### src/hdl/mass_pkg.sv
// Shared types, constants and helpers for the multi-axis startup sequencer.
package mass_pkg;

  // Axis geometry
  localparam int AxisCount = 4;
  localparam int ZIndex    = 2;
  localparam int XIndex    = 0;
  localparam int YawIndex  = 3;
  localparam int MaskWidth = 4;
  localparam int AxisLimit = (AxisCount < MaskWidth) ? AxisCount : MaskWidth;

  // Field widths
  localparam int TimeWidth    = 32;
  localparam int TimeoutWidth = 20;
  localparam int ModeWidth    = 2;
  localparam int AxisWidth    = 2;
  localparam int CmdWidth     = 3;
  localparam int KindWidth    = 2;
  localparam int PhaseWidth   = 3;
  localparam int ActWidth     = 2;
  localparam int InDataWidth  = 120;
  localparam int OutDataWidth = 16;

  // Incoming item codes
  typedef enum logic [CmdWidth-1:0] {
    CmdTick    = 3'd0,
    CmdInit    = 3'd1,
    CmdPrepare = 3'd2,
    CmdCancel  = 3'd3,
    CmdAccept  = 3'd4,
    CmdReject  = 3'd5
  } cmd_e;

  // Motor command kinds
  typedef enum logic [KindWidth-1:0] {
    KindEnable = 2'd0,
    KindOrigin = 2'd1,
    KindAction = 2'd2
  } kind_e;

  // Action modes
  localparam logic [ModeWidth-1:0] ModePress = 2'd0;
  localparam logic [ModeWidth-1:0] ModeRub   = 2'd1;
  localparam logic [ModeWidth-1:0] ModeSlide = 2'd2;

  // Action status codes
  localparam logic [ActWidth-1:0] ActDone = 2'd1;

  // Axis status bit positions
  localparam int StPending = 0;
  localparam int StEnReq   = 1;
  localparam int StReady   = 2;
  localparam int StOrigin  = 3;

  // Configuration register indexes
  localparam logic [1:0] CfgAutostartOn   = 2'd0;
  localparam logic [1:0] CfgAutostartMode = 2'd1;
  localparam logic [1:0] CfgSetupTimeout  = 2'd2;

  // Sequencer phases, one-hot
  typedef enum logic [7:0] {
    PhDisabled = 8'b0000_0001,
    PhWait     = 8'b0000_0010,
    PhEnable   = 8'b0000_0100,
    PhZero     = 8'b0000_1000,
    PhAction   = 8'b0001_0000,
    PhDone     = 8'b0010_0000,
    PhFailed   = 8'b0100_0000,
    PhStopped  = 8'b1000_0000
  } phase_e;

  // External phase code
  function automatic logic [PhaseWidth-1:0] phase_code(input phase_e ph);
    logic [PhaseWidth-1:0] code;
    unique case (ph)
      PhDisabled: code = 3'd0;
      PhWait:     code = 3'd1;
      PhEnable:   code = 3'd2;
      PhZero:     code = 3'd3;
      PhAction:   code = 3'd4;
      PhDone:     code = 3'd5;
      PhFailed:   code = 3'd6;
      PhStopped:  code = 3'd7;
      default:    code = 3'd0;
    endcase
    return code;
  endfunction

  // Mask bit of an axis index, empty when the axis does not take part
  function automatic logic [MaskWidth-1:0] axis_bit(input int idx);
    logic [MaskWidth-1:0] m;
    m = '0;
    if (idx >= 0 && idx < AxisLimit) begin
      m[idx] = 1'b1;
    end
    return m;
  endfunction

  // Result word fields
  typedef struct packed {
    logic                  busy;
    logic [PhaseWidth-1:0] phase;
    logic [ModeWidth-1:0]  cmd_mode;
    logic                  cmd_enable;
    logic [AxisWidth-1:0]  cmd_axis;
    logic [KindWidth-1:0]  cmd_kind;
    logic                  cmd_valid;
  } result_t;

endpackage

### src/hdl/multi_axis_startup_sequencer_unit.sv
// Multi-axis startup sequencer: input register, phase logic and result register.
// A word accepted into the input register moves on to the result register once that register
// is empty or its result is being taken, so its result comes out of the result register.
// Throughput: one word per cycle; while a result waits the input register takes one
// more word and then holds s_axis_tready low until the result is taken.
// Reset: rst_ni sets phase disabled, empties both registers, restores register defaults.
module multi_axis_startup_sequencer_unit (
  input  logic         clk_i,
  input  logic         rst_ni,
  // Configuration write port
  input  logic         cfg_we_i,
  input  logic [1:0]   cfg_index_i,
  input  logic [19:0]  cfg_wdata_i,
  // Input stream
  input  logic         s_axis_tvalid,
  output logic         s_axis_tready,
  // tdata from bit 0: now_ms(32) mode(2) fault_mask(4) healthy_mask(4) axis_status(4)
  // axis_flags_time(32) axis_position_time(32) axis_at_origin(1) action_status(2) pad
  input  logic [119:0] s_axis_tdata,
  // tuser: cmd(3)
  input  logic [2:0]   s_axis_tuser,
  // Result stream
  output logic         m_axis_tvalid,
  input  logic         m_axis_tready,
  // tdata from bit 0: cmd_valid(1) cmd_kind(2) cmd_axis(2) cmd_enable(1) cmd_mode(2)
  // phase(3) busy_res(1) pad
  output logic [15:0]  m_axis_tdata
);

  localparam int MW = mass_pkg::MaskWidth;
  localparam int TW = mass_pkg::TimeWidth;

  // Configuration registers
  logic                               autostart_on_q;
  logic [mass_pkg::ModeWidth-1:0]     autostart_mode_q;
  logic [mass_pkg::TimeoutWidth-1:0]  timeout_q;

  always_ff @(posedge clk_i or negedge rst_ni) begin
    if (!rst_ni) begin
      autostart_on_q   <= 1'b1;
      autostart_mode_q <= '0;
      timeout_q        <= 20'd2000;
    end else if (cfg_we_i) begin
      if (cfg_index_i == mass_pkg::CfgAutostartOn) begin
        autostart_on_q <= cfg_wdata_i[0];
      end
      if (cfg_index_i == mass_pkg::CfgAutostartMode) begin
        autostart_mode_q <= cfg_wdata_i[1:0];
      end
      if (cfg_index_i == mass_pkg::CfgSetupTimeout) begin
        timeout_q <= cfg_wdata_i;
      end
    end
  end

  // Input register
  logic         in_valid_q;
  logic [119:0] in_data_q;
  logic [2:0]   in_cmd_q;
  logic         out_valid_q;
  logic         advance;

  assign advance       = in_valid_q && (!out_valid_q || m_axis_tready);
  assign s_axis_tready = !in_valid_q || advance;

  always_ff @(posedge clk_i or negedge rst_ni) begin
    if (!rst_ni) begin
      in_valid_q <= 1'b0;
    end else if (s_axis_tready) begin
      in_valid_q <= s_axis_tvalid;
    end
  end

  // Hold the payload while it waits
  always_ff @(posedge clk_i) begin
    if (s_axis_tready && s_axis_tvalid) begin
      in_data_q <= s_axis_tdata;
      in_cmd_q  <= s_axis_tuser;
    end
  end

  // Unpack the held word
  logic [TW-1:0] now_ms, flags_t, pos_t;
  logic [1:0]    mode, act;
  logic [MW-1:0] faults, healthy, st;
  logic          at_origin;

  assign now_ms    = in_data_q[31:0];
  assign mode      = in_data_q[33:32];
  assign faults    = in_data_q[37:34];
  assign healthy   = in_data_q[41:38];
  assign st        = in_data_q[45:42];
  assign flags_t   = in_data_q[77:46];
  assign pos_t     = in_data_q[109:78];
  assign at_origin = in_data_q[110];
  assign act       = in_data_q[112:111];

  // Sequencer state
  mass_pkg::phase_e                phase_q, phase_d;
  logic [TW-1:0]                   phase_start_q, phase_start_d;
  logic [TW-1:0]                   accept_time_q, accept_time_d;
  logic                            sent_q, sent_d;
  logic                            prep_only_q, prep_only_d;
  logic [mass_pkg::ModeWidth-1:0]  run_mode_q, run_mode_d;
  logic [MW-1:0]                   axis_set_q, axis_set_d;
  logic [mass_pkg::AxisWidth-1:0]  cur_axis_q, cur_axis_d;
  mass_pkg::result_t               res_q, res_d;

  // Freshness and timeout tests
  logic [TW-1:0] flags_diff, pos_diff, elapsed;
  logic          flags_fresh, pos_fresh, timed_out;

  assign flags_diff  = flags_t - accept_time_q;
  assign pos_diff    = pos_t - accept_time_q;
  assign flags_fresh = (flags_diff != '0) && !flags_diff[TW-1];
  assign pos_fresh   = (pos_diff != '0) && !pos_diff[TW-1];
  assign elapsed     = now_ms - phase_start_q;
  assign timed_out   = elapsed >= {{(TW-mass_pkg::TimeoutWidth){1'b0}}, timeout_q};

  // Status bits of the current axis
  logic pending, en_req, ready, orig_ok, cur_healthy;
  assign pending     = st[mass_pkg::StPending];
  assign en_req      = st[mass_pkg::StEnReq];
  assign ready       = st[mass_pkg::StReady];
  assign orig_ok     = st[mass_pkg::StOrigin];
  assign cur_healthy = healthy[cur_axis_q];

  // Axis set and first axis of a new run
  logic [mass_pkg::ModeWidth-1:0] start_mode;
  logic [MW-1:0]                  start_set;
  logic [mass_pkg::AxisWidth-1:0] start_axis;

  always_comb begin
    start_mode = (in_cmd_q == mass_pkg::CmdInit) ? autostart_mode_q : mode;
    start_set  = mass_pkg::axis_bit(mass_pkg::ZIndex);
    if (start_mode == mass_pkg::ModeRub) begin
      start_set = start_set | mass_pkg::axis_bit(mass_pkg::YawIndex);
    end else if (start_mode == mass_pkg::ModeSlide) begin
      start_set = start_set | mass_pkg::axis_bit(mass_pkg::XIndex);
    end
    start_axis = '0;
    for (int i = MW - 1; i >= 0; i--) begin
      if (start_set[i]) begin
        start_axis = mass_pkg::AxisWidth'(i);
      end
    end
  end

  // Next axis of the set above the current one
  logic                           nx_found;
  logic [mass_pkg::AxisWidth-1:0] nx_axis;

  always_comb begin
    nx_found = 1'b0;
    nx_axis  = '0;
    for (int i = MW - 1; i >= 0; i--) begin
      if (axis_set_q[i] && (i > int'(cur_axis_q))) begin
        nx_found = 1'b1;
        nx_axis  = mass_pkg::AxisWidth'(i);
      end
    end
  end

  // Phase logic for one word
  logic          run_busy, fail, zero_base, zero_quick, zero_full;
  logic [MW-1:0] allowed_down;

  assign run_busy = (phase_q == mass_pkg::PhWait) || (phase_q == mass_pkg::PhEnable) ||
                    (phase_q == mass_pkg::PhZero) || (phase_q == mass_pkg::PhAction);
  assign allowed_down = (phase_q == mass_pkg::PhZero) ? (MW'(1) << cur_axis_q) : '0;
  assign zero_base  = cur_healthy && !pending && orig_ok && en_req && ready;
  assign zero_quick = zero_base && prep_only_q && !sent_q;
  assign zero_full  = zero_base && pos_fresh && flags_fresh && at_origin;

  always_comb begin
    fail = 1'b0;
    if (phase_q != mass_pkg::PhAction && timed_out) begin
      fail = 1'b1;
    end
    if ((faults & axis_set_q) != '0) begin
      fail = 1'b1;
    end
    if (phase_q != mass_pkg::PhWait && ((~healthy & axis_set_q & ~allowed_down) != '0)) begin
      fail = 1'b1;
    end
  end

  always_comb begin
    phase_d       = phase_q;
    phase_start_d = phase_start_q;
    accept_time_d = accept_time_q;
    sent_d        = sent_q;
    prep_only_d   = prep_only_q;
    run_mode_d    = run_mode_q;
    axis_set_d    = axis_set_q;
    cur_axis_d    = cur_axis_q;
    res_d         = '0;

    priority if (in_cmd_q == mass_pkg::CmdInit || in_cmd_q == mass_pkg::CmdPrepare) begin
      // start a new run
      accept_time_d = '0;
      prep_only_d   = (in_cmd_q == mass_pkg::CmdPrepare);
      run_mode_d    = start_mode;
      axis_set_d    = start_set;
      cur_axis_d    = start_axis;
      phase_start_d = now_ms;
      sent_d        = 1'b0;
      if (in_cmd_q == mass_pkg::CmdInit && !autostart_on_q) begin
        phase_d = mass_pkg::PhDisabled;
      end else begin
        phase_d = mass_pkg::PhWait;
      end
    end else if (in_cmd_q == mass_pkg::CmdCancel) begin
      if (run_busy) begin
        phase_d = mass_pkg::PhStopped;
      end
    end else if (in_cmd_q == mass_pkg::CmdReject) begin
      if (run_busy) begin
        phase_d = mass_pkg::PhFailed;
      end
    end else if (in_cmd_q == mass_pkg::CmdAccept) begin
      if (run_busy) begin
        sent_d        = 1'b1;
        accept_time_d = now_ms;
        phase_start_d = now_ms;
      end
    end else if (in_cmd_q == mass_pkg::CmdTick && run_busy) begin
      priority if (fail) begin
        phase_d = mass_pkg::PhFailed;
      end else if (phase_q == mass_pkg::PhWait) begin
        if ((healthy & axis_set_q) == axis_set_q) begin
          phase_d       = mass_pkg::PhEnable;
          phase_start_d = now_ms;
          sent_d        = 1'b0;
        end
      end else if (phase_q == mass_pkg::PhEnable) begin
        if (!sent_q) begin
          res_d.cmd_valid  = 1'b1;
          res_d.cmd_kind   = mass_pkg::KindEnable;
          res_d.cmd_enable = 1'b1;
        end else if (!pending && en_req && ready && flags_fresh) begin
          phase_d       = mass_pkg::PhZero;
          phase_start_d = now_ms;
          sent_d        = 1'b0;
        end
      end else if (phase_q == mass_pkg::PhZero) begin
        if (!sent_q && !(prep_only_q && orig_ok)) begin
          res_d.cmd_valid = 1'b1;
          res_d.cmd_kind  = mass_pkg::KindOrigin;
        end else if (zero_quick || zero_full) begin
          // advance to the next axis, or finish the set
          phase_start_d = now_ms;
          sent_d        = 1'b0;
          if (nx_found) begin
            cur_axis_d = nx_axis;
            phase_d    = mass_pkg::PhEnable;
          end else begin
            phase_d = prep_only_q ? mass_pkg::PhDone : mass_pkg::PhAction;
          end
        end
      end else begin
        if (!sent_q) begin
          res_d.cmd_valid = 1'b1;
          res_d.cmd_kind  = mass_pkg::KindAction;
          res_d.cmd_mode  = run_mode_q;
        end else if (act == mass_pkg::ActDone) begin
          phase_d = mass_pkg::PhDone;
        end else if (act[1]) begin
          phase_d = mass_pkg::PhFailed;
        end
      end
    end else begin
      // drop unknown codes and idle ticks
      phase_d = phase_q;
    end

    if (res_d.cmd_valid) begin
      res_d.cmd_axis = cur_axis_q;
    end
    res_d.phase = mass_pkg::phase_code(phase_d);
    res_d.busy  = (phase_d == mass_pkg::PhWait) || (phase_d == mass_pkg::PhEnable) ||
                  (phase_d == mass_pkg::PhZero) || (phase_d == mass_pkg::PhAction);
  end

  // Commit state when the word moves to the result register
  always_ff @(posedge clk_i or negedge rst_ni) begin
    if (!rst_ni) begin
      phase_q       <= mass_pkg::PhDisabled;
      phase_start_q <= '0;
      accept_time_q <= '0;
      sent_q        <= 1'b0;
      prep_only_q   <= 1'b0;
      run_mode_q    <= '0;
      axis_set_q    <= '0;
      cur_axis_q    <= '0;
    end else if (advance) begin
      phase_q       <= phase_d;
      phase_start_q <= phase_start_d;
      accept_time_q <= accept_time_d;
      sent_q        <= sent_d;
      prep_only_q   <= prep_only_d;
      run_mode_q    <= run_mode_d;
      axis_set_q    <= axis_set_d;
      cur_axis_q    <= cur_axis_d;
    end
  end

  // Result register
  always_ff @(posedge clk_i or negedge rst_ni) begin
    if (!rst_ni) begin
      out_valid_q <= 1'b0;
    end else if (advance) begin
      out_valid_q <= 1'b1;
    end else if (m_axis_tready) begin
      out_valid_q <= 1'b0;
    end
  end

  always_ff @(posedge clk_i) begin
    if (advance) begin
      res_q <= res_d;
    end
  end

  assign m_axis_tvalid = out_valid_q;
  assign m_axis_tdata  = {4'b0000, res_q};

`ifndef NO_ASSERTIONS
  // A motor command is only issued from the enable, zero or action phase
  a_cmd_in_busy: assert property (@(posedge clk_i) disable iff (!rst_ni)
    (m_axis_tvalid && res_q.cmd_valid) |->
      (res_q.phase == mass_pkg::phase_code(mass_pkg::PhEnable) ||
       res_q.phase == mass_pkg::phase_code(mass_pkg::PhZero) ||
       res_q.phase == mass_pkg::phase_code(mass_pkg::PhAction)))
    else $error("command issued outside enable, zero or action phase");

  // Busy flag agrees with the reported phase
  a_busy_phase: assert property (@(posedge clk_i) disable iff (!rst_ni)
    m_axis_tvalid |-> (res_q.busy ==
      (res_q.phase >= mass_pkg::phase_code(mass_pkg::PhWait) &&
       res_q.phase <= mass_pkg::phase_code(mass_pkg::PhAction))))
    else $error("busy flag disagrees with phase");

  // A held input word is never overwritten before it is processed
  a_no_overrun: assert property (@(posedge clk_i) disable iff (!rst_ni)
    (in_valid_q && !advance) |-> !s_axis_tready)
    else $error("input register overrun");

  // State changes only when a word is processed
  a_state_hold: assert property (@(posedge clk_i) disable iff (!rst_ni)
    !advance |=> $stable(phase_q))
    else $error("phase changed without a word");
`endif

endmodule

### config.mk
export PLATFORM = sky130hd
export DESIGN_NAME = multi_axis_startup_sequencer_unit
export DESIGN_NICKNAME = d
export VERILOG_FILES = /design/src/hdl/mass_pkg.sv /design/src/hdl/multi_axis_startup_sequencer_unit.sv
export SDC_FILE = /design/constraint.sdc
export NUM_CORES = 1
export LEC_CHECK = 0
export BUFFER_PORTS_ARGS = -buffer_cell sky130_fd_sc_hd__buf_4
export CORE_MARGIN = 1.5
export CORE_UTILIZATION = 54
export CTS_CLUSTER_SIZE = 14
export DETAILED_ROUTE_END_ITERATION = 10
export PLACE_DENSITY = 0.8
export SYNTH_ARGS = -nofsm -noshare
export SYNTH_HDL_FRONTEND = slang
export SYNTH_SLANG_ARGS = --single-unit
### constraint.sdc
create_clock -name clk_i -period 5.2 [get_ports clk_i]
set_input_delay 1.04 -clock clk_i [delete_from_list [all_inputs] [get_ports clk_i]]
set_output_delay 1.04 -clock clk_i [all_outputs]
set_load 0.02 [all_outputs]
======== Word-level counts from Yosys, hierarchy flattened ========
Index checks and enable logic that the tools add are counted.
Widths: inputs -> output; s select.
cells by class
  add/subtract/negate cells ............... 3
  $lt $le $gt $ge ......................... 5
  equal/unequal tests ..................... 37
  shift-type cells ........................ 1
  multiplexer cells ....................... 103
  bitwise logic cells ..................... 8
  reductions and logical operators ........ 70
operator list
  kind                number
  $mux 32             19
  $mux 8              19
  $sub 32x32->32      3
  $reduce_bool 32->1  2
  $mux 2              22
  $mux 1              34
  $ge 32x20->1        1
  $logic_and 1x1->1   25
  $reduce_and 12->1   2
  $pmux 3 s7          1
  $and 4x4->4         4
  $eq 8x2->1 const B  2
  $eq 8x3->1 const B  2
  $eq 8x4->1 const B  2
  $eq 8x5->1 const B  2
  $reduce_bool 2->1   7
  $mux 6              2
  $ne 2x2->1 const B  6
  $logic_or 1x1->1    10
  $ne 5x5->1 const B  2
  $reduce_and 10->1   1
  $reduce_bool 5->1   2
  $reduce_or 10->1    1
  $mux 3              3
  other kinds (33)    53
word-level totals
  register bits after elaboration ......... 235
  word-level logic and storage cells ...... 249

======== Depth between registers and ports, before layout ========
  depth after elaboration ................. 25
  mapped depth ............................ 25

======== Worst setup path before layout ========
No wires, ideal clock.
  kind .................................... reg2reg
  start ................................... register in_data_q[0]
  end ..................................... register phase_start_q[0]
  library setup time ...................... 0.125 ns
  arrival time ............................ 5.041 ns
  required time ........................... 5.075 ns
  setup slack ............................. 0.034 ns
  cell stages (with the launch flop) ...... 26
  path buffers ............................ 1
  clock period less this slack ............ 5.166 ns
  cells stage by stage .................... edfxtp_1 -> inv_1 -> ha_1 -> inv_1 -> fa_1 -> a21o_1 -> a311o_1 -> and3_1 -> o21ai_0 -> nand2b_1 -> a21oi_1 -> xnor2_1 -> ha_1 -> a21o_1 -> a21oi_1 -> o21ai_0 -> a211oi_1 -> nand4_1 -> nor3b_1 -> a31oi_2 -> o31ai_2 -> a31oi_1 -> or3_4 -> a21oi_4 -> buf_12 -> mux2_4
between the ends
  word-level cells in the longest chain between the ends .. 11
ends and longest elaborated chain
  element                                                                  line                                      text
  start, declared                                                          multi_axis_startup_sequencer_unit.sv:58   logic [119:0] in_data_q;
  start signal, assigned                                                   multi_axis_startup_sequencer_unit.sv:77   in_data_q <= s_axis_tdata;
  parallel branches: the longest is 11 deep, another holds $sub 32x32->32  -
  end signal, assigned                                                     multi_axis_startup_sequencer_unit.sv:298  phase_start_q <= phase_start_d;
  end, declared                                                            multi_axis_startup_sequencer_unit.sv:100  logic [TW-1:0] phase_start_q, phase_start_d;
Several ways; the timed one is not identified. The select of a mux whose other input is x is not followed.
A chain may end at the register's enable or synchronous reset.

======== Final worst setup path ========
  start ................................... register in_data_q[0]
  end ..................................... register phase_start_q[27]
between the ends
  word-level cells in the longest chain between the ends .. 8
ends and longest elaborated chain
  element                      line                                      text
  $sub 32x32->32               multi_axis_startup_sequencer_unit.sv:117  assign elapsed = now_ms - phase_start_q;
  $ge 32x20->1                 multi_axis_startup_sequencer_unit.sv:118  assign timed_out = elapsed >= {{(TW-mass_pkg::TimeoutWidth){1'b0}}, timeout_q};
  $logic_and 1x1->1            multi_axis_startup_sequencer_unit.sv:177  if (phase_q != mass_pkg::PhAction && timed_out) begin
  $mux 1                       multi_axis_startup_sequencer_unit.sv:177
  $mux 1                       multi_axis_startup_sequencer_unit.sv:180  if ((faults & axis_set_q) != '0) begin
  $mux 1                       multi_axis_startup_sequencer_unit.sv:183  if (phase_q != mass_pkg::PhWait && ((~healthy & axis_set_q & ~allowed_down) != '0)) begin
  $ne 3x1->1 (no line)         -
  $reduce_and 12->1 (no line)  -
Every way passes these cells.

==> flow_metrics.tcl <==
set metrics [dict create \
    finalWeightedCongestion 1.013 \
    place_area_sq_mm 0.01781 \
    fmax_mhz 182.4 \
    synth-edff-count 127 \
    clk_pin_slew_ns 0.06 \
    die_h_um 174.0 \
    crit_buf_inv 5 \
    die_width_um 174.0 \
    avgRoutedWirePerCell_um 19.74 \
    vias_per_cell 5.989 \
    cts_buffers 26 \
    power_leakage_nw 8.163 \
    finalSetupViolations 36 \
    crit_fanout 6 \
    clk_latency_ns 0.56 \
    layout.nets 2129 \
    htree_num_levels 1 \
    worst_pin_slew_ns 0.9542 \
    regToRegSetupSlack_ns -0.28 \
    start_util_pct 55.00 \
    wirelength_um 44760 \
    finalHoldViolations 0 \
    violations "setup timing" \
    io_pins 168 \
    grt_setup_unrepaired "yes" \
    synthTopCellsByArea "edfxtp_1, dfrtp_1, ha_1" \
    synth_most_common_cell "nand2_1" \
    ys_seq_elements 233 \
    clock_sinks 233 \
    hold_buffers 0 \
    cts_tree "built" \
    p_per_area_mw_per_mm2 492.9 \
    met2WireLength_um 20530 \
    antenna_found_initial 0 \
    ys_seq_area_share_pct 41.02 \
    vias 13580 \
    synthFlopType "edfxtp_1" \
    fin_crit_ns 5.484 \
    drc 0 \
    fp-row-count 62 \
    final_layout_size_suffix_gt1_share_pct 23.10 \
    crit_path_max_incr_delay_ns 0.42 \
    yosysWarnings 0 \
    yosys.area.top_type "edfxtp_1" \
    finClkSkew_ns 0.02026 \
    synth_cells 1633 \
    worst_slack_ns -0.2836 \
    portBuffers 155 \
    maxCapViolations 0 \
    synth_top_cells_by_count "nand2_1, edfxtp_1, a21oi_1" \
    grt.total_usage_pct 29.14 \
    firstDrtPassIters 6 \
    route.met3.wl_um 2514 \
    drt-met1-wl_um 19720 \
    synth.top_cell.area_share_pct 24.16 \
    grt_max_degree 65 \
    outcome "finished with violations" \
    cts_buffer_depth 3 \
    final.period_utilization_pct 105.5 \
    crit_family "compound AO/OA/AOI/OAI gates" \
    start_kind "flop" \
    drtIter0Drc 1185 \
    final_area_sq_mm 0.01908 \
    ys_async_sr_fraction_pct 45.49 \
    crit_path_end_kind "flop" \
    grt_pass1_wl_um 70370 \
    syn_to_final_growth_pct 20.87 \
    ant_nets 0 \
    place_inst 2200 \
    place_hpwl_um 34160 \
    synthDistinctLibCells 100 \
    die_area_sq_mm 0.03027 \
    synth.cell_area_sq_mm 0.01579 \
    fin_cells 2267 \
    core_area_sq_mm 0.02870 \
    criticalPathCategory "flop to flop" \
    grt_pass1_vias 13390 \
    antenna_cells 0 \
    hold_class "flop to flop" \
    cp.arrival_ns 5.93 \
    cts_root_buf "clkbuf_16" \
    relSlewSlack_pct 36.19 \
    timing.final.max_slew_violations 0 \
    crit_required_ns 5.65 \
    cp_slowest_cell "a311o_1" \
    top_layer "met4" \
    avgSynthCellArea_sq_um 9.668 \
    irDropWorstVdd_v 0.0003530 \
    grt_overflow_total 0 \
]
-- cells by family after synthesis --
group	after synthesis	share of synthesized area (%)
buffers and inverters	179	4.779
muxes	70	5.714
adders and majority gates	116	9.336
DFF	233	41.02
xor gates and xnor gates	59	3.273
and+or+nand+nor	501	15.61
AOI/OAI and AO/OA	474	20.24
other	1	0.02375
-- per-layer routing --
metal,track usage (%),vias to the layer above
met4,11.82,0
li1,-,6492
met2,47.53,471
met5,0,-
met1,39.48,6514
met3,3.653,101
-- through the flow --
step	util (%)	hold WS, ns	setup slack (ns)	setup TNS, ns	power, mW
global route	66.49	0.5077	-0.5223	-17.47	9.997
global placement	62.04	0.4596	-0.5679	-17.71	7.163
finish	66.49	0.4731	-0.2836	-8.821	9.406
floorplan	-	0.4411	0.03376	0	5.881
detailed placement	62.04	0.4619	-0.6823	-22.44	7.279
CTS	65.85	0.4759	-0.2097	-6.049	9.252
-- power by group --
group	total, mW	internal, mW	switching (mW)
registers	2.54	2.30	0.241
logic	5.01	2.15	2.87
clock network	1.85	1.06	0.791
-- worst paths after layout --
check / startpoint / cells past startpoint / to
max in group asynchronous: rst_ni / 2 / accept_time_q[21]
hold reg to reg: run_mode_q[1] / 1 / run_mode_q[1]
setup / recovery: in_data_q[0] / 26 / phase_start_q[27]
hold / removal: run_mode_q[1] / 1 / run_mode_q[1]
setup reg to reg: in_data_q[0] / 26 / phase_start_q[27]
min in group asynchronous: rst_ni / 1 / phase_q[2]
-- layout by cell type (no fill, tap or decap), types with 28 or more instances in the layout --
cell type / synthesis / final
nor2_1: 81 / 80
clkbuf_16: 0 / 29
nand4_1: 36 / 36
o21ai_0: 118 / 112
mux2_4: 30 / 33
edfxtp_1: 127 / 127
nand3_1: 34 / 34
buf_4: 4 / 251
dfrtp_1: 98 / 98
mux2_2: 31 / 28
inv_1: 116 / 114
a21o_1: 37 / 37
xnor2_1: 32 / 32
ha_1: 113 / 112
a21oi_1: 121 / 117
nand2_1: 188 / 186
-- cell type report --
type | count | area [sq um]
fill | 2269 | 9619
multi-input combinational | 1224 | 8742
sequential | 233 | 6476
timing repair buffer | 260 | 2069
clock buffer | 36 | 738.2
tap | 384 | 480.5
inverter | 118 | 442.9
clock inverter | 12 | 133.9
-- flip-flops by register name, summed over array words and instances (netlist names) --
name,flops
cur_axis_q,2
timeout_q,20
phase_q,8
accept_time_q,32
prep_only_q,1
m_axis_tdata,12
in_cmd_q,3
axis_set_q,3
in_data_q,112
autostart_mode_q,2
sent_q,1
phase_start_q,32
m_axis_tvalid,1
in_valid_q,1
autostart_on_q,1
run_mode_q,2
-- timing repair --
| item | in CTS | in global routing |
|---|---|---|
| setup buffers | 11 | 8 |
| gates resized for setup | 28 | 15 |
| pin swaps | 21 | 27 |
| setup endpoints to repair | 42 | 41 |
| cloned | 1 | 3 |
No activity file was read; power rests on OpenSTA's default activity.
